<file path="src/design/bai_pkg.sv">
`default_nettype none
// ----------------------------------------------------------------------------
// bai_pkg - shared definitions of the bitmap attribute index
// Field widths, request kinds, default sizes and the command and status
// groups that pass between controller and datapath.
// ----------------------------------------------------------------------------
package bai_pkg;

	localparam int KIND_W = 2;
	localparam int VID_W  = 6;
	localparam int ATTR_W = 8;

	localparam logic [KIND_W-1:0] KIND_SET  = 2'd0;
	localparam logic [KIND_W-1:0] KIND_CLR  = 2'd1;
	localparam logic [KIND_W-1:0] KIND_TERM = 2'd2;

	localparam int VECTORS_DEF    = 64;
	localparam int ATTRIBUTES_DEF = 256;

	typedef struct packed {
		logic accept;
		logic exec;
		logic clear_step;
		logic emit_load;
	} bai_cmd_t;

	typedef struct packed {
		logic clear_done;
		logic emit_needed;
		logic emit_last;
	} bai_status_t;

endpackage
`default_nettype wire

</file>
<file path="src/design/bai_ctrl.sv">
`default_nettype none
// ----------------------------------------------------------------------------
// bai_ctrl - controller of the bitmap attribute index
// Clearing pass, request sequencing, result emission and output valid.
// ----------------------------------------------------------------------------
module bai_ctrl
	import bai_pkg::*;
(
	input  wire logic        clk,
	input  wire logic        arst_n,
	input  wire logic        in_valid,
	output logic             in_ready,
	output logic             out_valid,
	input  wire logic        out_ready,
	output bai_cmd_t         cmd,
	input  wire bai_status_t status
);

	typedef enum logic [1:0] {
		ST_CLEAR,
		ST_IDLE,
		ST_EXEC,
		ST_EMIT
	} state_t;

	state_t state_q;
	logic   out_valid_q;

	assign in_ready       = (state_q == ST_IDLE);
	assign cmd.accept     = in_valid && in_ready;
	assign cmd.exec       = (state_q == ST_EXEC);
	assign cmd.clear_step = (state_q == ST_CLEAR);
	assign cmd.emit_load  = (state_q == ST_EMIT) && (!out_valid_q || out_ready);
	assign out_valid      = out_valid_q;

	always_ff @(posedge clk or negedge arst_n) begin
		if (!arst_n) begin
			state_q     <= ST_CLEAR;
			out_valid_q <= 1'b0;
		end else begin
			if (cmd.emit_load) begin
				out_valid_q <= 1'b1;
			end else if (out_ready) begin
				out_valid_q <= 1'b0;
			end
			unique case (state_q)
				ST_CLEAR: begin
					if (status.clear_done) begin
						state_q <= ST_IDLE;
					end
				end
				ST_IDLE: begin
					if (cmd.accept) begin
						state_q <= ST_EXEC;
					end
				end
				ST_EXEC: begin
					state_q <= status.emit_needed ? ST_EMIT : ST_IDLE;
				end
				ST_EMIT: begin
					if (cmd.emit_load && status.emit_last) begin
						state_q <= ST_IDLE;
					end
				end
				default: begin
					state_q <= ST_IDLE;
				end
			endcase
		end
	end

endmodule
`default_nettype wire

</file>
<file path="config.mk">
export PLATFORM = sky130hd
export DESIGN_NAME = bai_ctrl
export DESIGN_NICKNAME = d
export VERILOG_FILES = /design/src/design/bai_pkg.sv /design/src/design/bai_ctrl.sv
export SDC_FILE = /design/constraint.sdc
export NUM_CORES = 1
export LEC_CHECK = 0
export BUFFER_PORTS_ARGS = -buffer_cell sky130_fd_sc_hd__buf_2
export CAP_MARGIN = 30
export CORE_AREA = 2 2 39 41
export CTS_CLUSTER_SIZE = 10
export DETAILED_ROUTE_END_ITERATION = 8
export DIE_AREA = 0 0 41 43
export PLACE_DENSITY = 0.44
export SLEW_MARGIN = 20
export SYNTH_ARGS = -nofsm -noshare
export SYNTH_HDL_FRONTEND = slang
export SYNTH_SLANG_ARGS = --single-unit
export TNS_END_PERCENT = 50
</file>
<file path="constraint.sdc">
create_clock -name clk -period 1.5 [get_ports clk]
set_clock_uncertainty 0.15 [all_clocks]
set_input_delay 0 -clock clk [delete_from_list [all_inputs] [get_ports clk]]
set_output_delay 0 -clock clk [all_outputs]
set_load 0.05 [all_outputs]
</file>
==> tab_implementation.tex <==
\begin{tabular}{lr}
\hline
Metric & Value \\
\hline
\multicolumn{2}{l}{\textbf{Cells and area}} \\
\quad Commonest non-fill, non-tap cell in the layout & sky130\_fd\_sc\_hd\_\_buf\_2 \\
\quad Total of fill cells in the finished design & 154 \\
\quad Fraction of final layout cells with drive strength greater than 1 & slightly above 60\% \\
\quad Final instance area & approximately 420 um2 \\
\quad Total Nets Final & 56 \\
\quad Antenna Cells & 0 \\
\quad Area grow syn2layout & 96.47\% \\
\quad Final standard cell count with taps included and fillers excluded & 60 \\
\quad Top library cells by usage in the layout, fill and taps aside & 10 x sky130\_fd\_sc\_hd\_\_buf\_2, 5 x sky130\_fd\_sc\_hd\_\_buf\_4, 4 x sky130\_fd\_sc\_hd\_\_clkbuf\_4 \\
\multicolumn{2}{l}{\textbf{Pwr}} \\
\quad Power density of the placed cells & approximately 2400 nW/um2 \\
\quad Worst vdd ir & just under 0.0007 V \\
\quad Leakage dissipation & around 0.23 nW \\
\multicolumn{2}{l}{\textbf{Floorplanning}} \\
\quad Die Y-Extent & $\sim$43 um \\
\quad Placeable core region & 1384 um2 \\
\quad Initial cell density of the core & about 15\% \\
\quad Width of the chip & between 40 and 50 um \\
\quad Number of I/O pins & 13 \\
\quad Number of placement rows & 14 \\
\quad Die outline area & 1763 um2 \\
\multicolumn{2}{l}{\textbf{Worst setup path}} \\
\quad CP max stage delay & 0.38 ns \\
\quad Worst Setup SP & state\_q[1]\$\_DFFE\_PN0P\_ \\
\quad Data required time of the worst path & roughly 1.5 ns \\
\quad Cell count of the worst reg-to-reg path & 5 \\
\quad Capturing element of the worst setup path & state\_q[1]\$\_DFFE\_PN0P\_ \\
\quad Highest-delay cell along the critical path & sky130\_fd\_sc\_hd\_\_dfrtp\_1 \\
\quad Reg-to-reg endpoint & state\_q[1]\$\_DFFE\_PN0P\_ \\
\quad Cell type group with the largest total delay on the critical path & flip-flops \\
\quad Total number of cells along the worst setup path & 5 \\
\quad Largest driver fanout on the critical path & 3 \\
\quad Flop-to-flop setup slack & -0.01 ns \\
\quad Kind of end point of the critical path & flip-flop \\
\quad RR Startpoint & state\_q[1]\$\_DFFE\_PN0P\_ \\
\quad Arrival time reported for the critical path endpoint & 1.51 ns \\
\quad Crit path launch type & flip-flop \\
\quad Worst path buffer plus inverter count & 2 \\
\quad Category of the critical setup timing path & reg -> reg \\
\quad Sequence of cells on the critical path & inv\_2 -> ha\_4 -> a222oi\_1 -> buf\_4 -> mux2i\_1 \\
\multicolumn{2}{l}{\textbf{Placement}} \\
\quad Pre-CTS setup slack & -0.03722 ns \\
\quad GP Congestion & slightly below 0.7 \\
\quad Total placed cells including tap cells & 53 \\
\quad Placed inst area & roughly 350 um2 \\
\quad Count of port buffers added during placement & 12 \\
\quad Placed wire-length estimate & 384.6 um \\
\multicolumn{2}{l}{\textbf{STA}} \\
\quad RSZ-0062 raised after global routing & yes \\
\quad Maximum clock rate & $\sim$660 MHz \\
\quad Final Max Slew Viols & 0 \\
\quad Hold WS & 0.02535 ns \\
\quad Final period util & 100.7\% \\
\quad Final Setup Violations & 2 \\
\quad Setup TNS after final layout & -0.01292 ns \\
\quad Worst max-slew margin expressed relative to the limit & $\sim$82\% \\
\quad Fin worst setup slack & -0.01021 ns \\
\quad Hold Violations, Final & 0 \\
\quad Time the final worst path needs with I/O delays and setup & approximately 1.5 ns \\
\quad Tightest Pin Transition & 0.2659 ns \\
\multicolumn{2}{l}{\textbf{Min path}} \\
\quad Hold Crit Class & in -> reg \\
\quad Depth of the worst hold-timing path & 4 \\
\multicolumn{2}{l}{\textbf{Logic synthesis}} \\
\quad Number of warnings printed during yosys synthesis & 0 \\
\quad Flop and latch count out of synthesis & 3 \\
\quad Netlist cell types & 11 \\
\quad Proportion of netlist area held by the largest area contributor & 35.29\% \\
\quad Biggest area contributors in the synthesized netlist & sky130\_fd\_sc\_hd\_\_dfrtp\_1 35\%, sky130\_fd\_sc\_hd\_\_ha\_1 24\%, sky130\_fd\_sc\_hd\_\_mux2i\_1 9.4\%, sky130\_fd\_sc\_hd\_\_inv\_1 7.1\%, sky130\_fd\_sc\_hd\_\_a222oi\_1 4.7\% \\
\quad Area of the mapped netlist & 212.7 um2 \\
\quad Cell count after synthesis & 21 \\
\quad Post-synthesis net count & 32 \\
\quad Largest area contributor in the netlist & sky130\_fd\_sc\_hd\_\_dfrtp\_1 \\
\quad Synthesized area per cell & approximately 10 um2 \\
\quad Share of the yosys chip area belonging to registers & 35.29\% \\
\multicolumn{2}{l}{\textbf{GRT}} \\
\quad Global-route wire length before repair & about 830 um \\
\quad GR Util All Layers & just under 8\% \\
\quad Remaining Overflow, GRT & 0 \\
\quad Initial antenna violation count & 0 \\
\quad Vias in the first global route & 217 \\
\quad Pin count of the biggest net entering global routing & 5 \\
\multicolumn{2}{l}{\textbf{Drt}} \\
\quad DRT iter0 DRCs & 2 \\
\quad Via-to-Cell Ratio & $\sim$3.6 \\
\quad Via total after detailed routing & around 220 \\
\quad Sum of routed wire length over all layers & roughly 500 um \\
\quad DRT Pass-1 Iters & 4 \\
\quad Routed Antenna Nets & 0 \\
\quad DRC & 0 \\
\quad Wirelength per Cell & slightly above 8 um \\
\multicolumn{2}{l}{\textbf{Run status}} \\
\quad Violated checks & negative setup slack \\
\quad Status & complete, but fails checks \\
\multicolumn{2}{l}{\textbf{CTS}} \\
\quad Total number of H-tree levels & 1 \\
\quad Clock tree from TritonCTS & done \\
\quad Clock sink total & 3 \\
\quad Clk Tree Root Cell & sky130\_fd\_sc\_hd\_\_clkbuf\_4 \\
\quad Number of buffers inserted during clock tree synthesis & 3 \\
\quad Clock-pin slew on the worst setup and hold paths & roughly 0.030 ns \\
\quad Number of buffers on the longest clock path & 2 \\
\quad Insertion delay of the later-clocked pin in the worst-skew pair & about 0.24 ns \\
\multicolumn{2}{l}{\textbf{Flow run}} \\
\quad Max Cap Viol & 0 \\
\hline
\end{tabular}
## report_power, final
part | switching [mW] | internal [mW] | leakage (nW)
Clock | 0.0448 | 0.0999 | 0.0150
Sequential | 0.0338 | 0.120 | 0.0357
Combinational | 0.415 | 0.284 | 0.184
## synthesized netlist by cell type
cell and count:
sky130_fd_sc_hd__a21o_1 1, sky130_fd_sc_hd__dfrtp_1 3, sky130_fd_sc_hd__ha_1 4, sky130_fd_sc_hd__mux2i_1 2, sky130_fd_sc_hd__and2_1 1, sky130_fd_sc_hd__or2b_1 1
sky130_fd_sc_hd__inv_1 4, sky130_fd_sc_hd__and2_2 1, sky130_fd_sc_hd__nand2_1 2, sky130_fd_sc_hd__a222oi_1 1, sky130_fd_sc_hd__nand2b_1 1
## worst min path at each step
stage | from | endpoint | slack [ns]
final | status[1] | state_q[1]$_DFFE_PN0P_ | 0.03
after global routing | status[1] | state_q[1]$_DFFE_PN0P_ | 0.06
after CTS | status[1] | state_q[1]$_DFFE_PN0P_ | 0.02
after detailed placement | arst_n | state_q[1]$_DFFE_PN0P_ | -0.35
after global placement | arst_n | state_q[0]$_DFFE_PN0P_ | -0.35
after floorplan | arst_n | out_valid$_DFFE_PN0P_ | -0.45
## through the flow
| stage | total power, mW | util, % |
|---|---|---|
| floorplan | 0.6684 | - |
| global placement | 0.8107 | 25.23 |
| detailed placement | 0.8095 | 25.23 |
| CTS | 0.9945 | 29.29 |
| global route | 1.098 | 30.20 |
| finish | 0.9974 | 30.20 |
## worst min-delay path, delay by kind of cell
family | cells | cell delay, ns
and+or+nand+nor | 1 | 0.04
buffers and inverters | 1 | 0.08
muxes | 1 | 0.13
AOI/OAI and AO/OA | 1 | 0.10
## kinds of logic (layout without fill, tap and decap cells)
family / count (synthesis) / count (layout) / share of synthesized area (%)
simple gates: 6 / 6 / 16.48
fa+ha+maj: 4 / 4 / 23.53
buf+inv: 4 / 27 / 7.057
flops: 3 / 3 / 35.29
compound gates: 2 / 2 / 8.237
mux: 2 / 2 / 9.412
## sequential cells by signal, summed over array words and instances (netlist names)
name       count
state_q        2
out_valid      1
## metal layers
metal | track usage, % | up-vias | routed length, um
li1 | - | 112 | -
met1 | 7.987 | 89 | 210
met2 | 10.31 | 14 | 206
met3 | 6.806 | 0 | 82
met4 | 4.000 | 0 | 0
met5 | 0 | - | 0
## layout make-up
cell class / count / area (um2) / area share [%]
sequential: 3 / 76.32 / 18.26
multi-input combinational: 14 / 150.1 / 35.93
timing repair buffer: 19 / 130.1 / 31.14
tap: 16 / 20.02 / 4.790
clock buffer: 4 / 26.28 / 6.287
inverter: 4 / 15.01 / 3.593
## what timing repair did
| action | in CTS | in global routing |
|---|---|---|
| hold buffers | 2 | 0 |
| buffers inserted | 1 | 0 |
| gates cloned | 0 | 0 |
| pin swaps | 1 | 0 |
| gates resized for setup | 2 | 4 |
| endpoints found under the setup margin | 3 | 4 |
| hold endpoints to repair | 3 | 0 |
No activity file was read; power rests on OpenSTA's default activity.
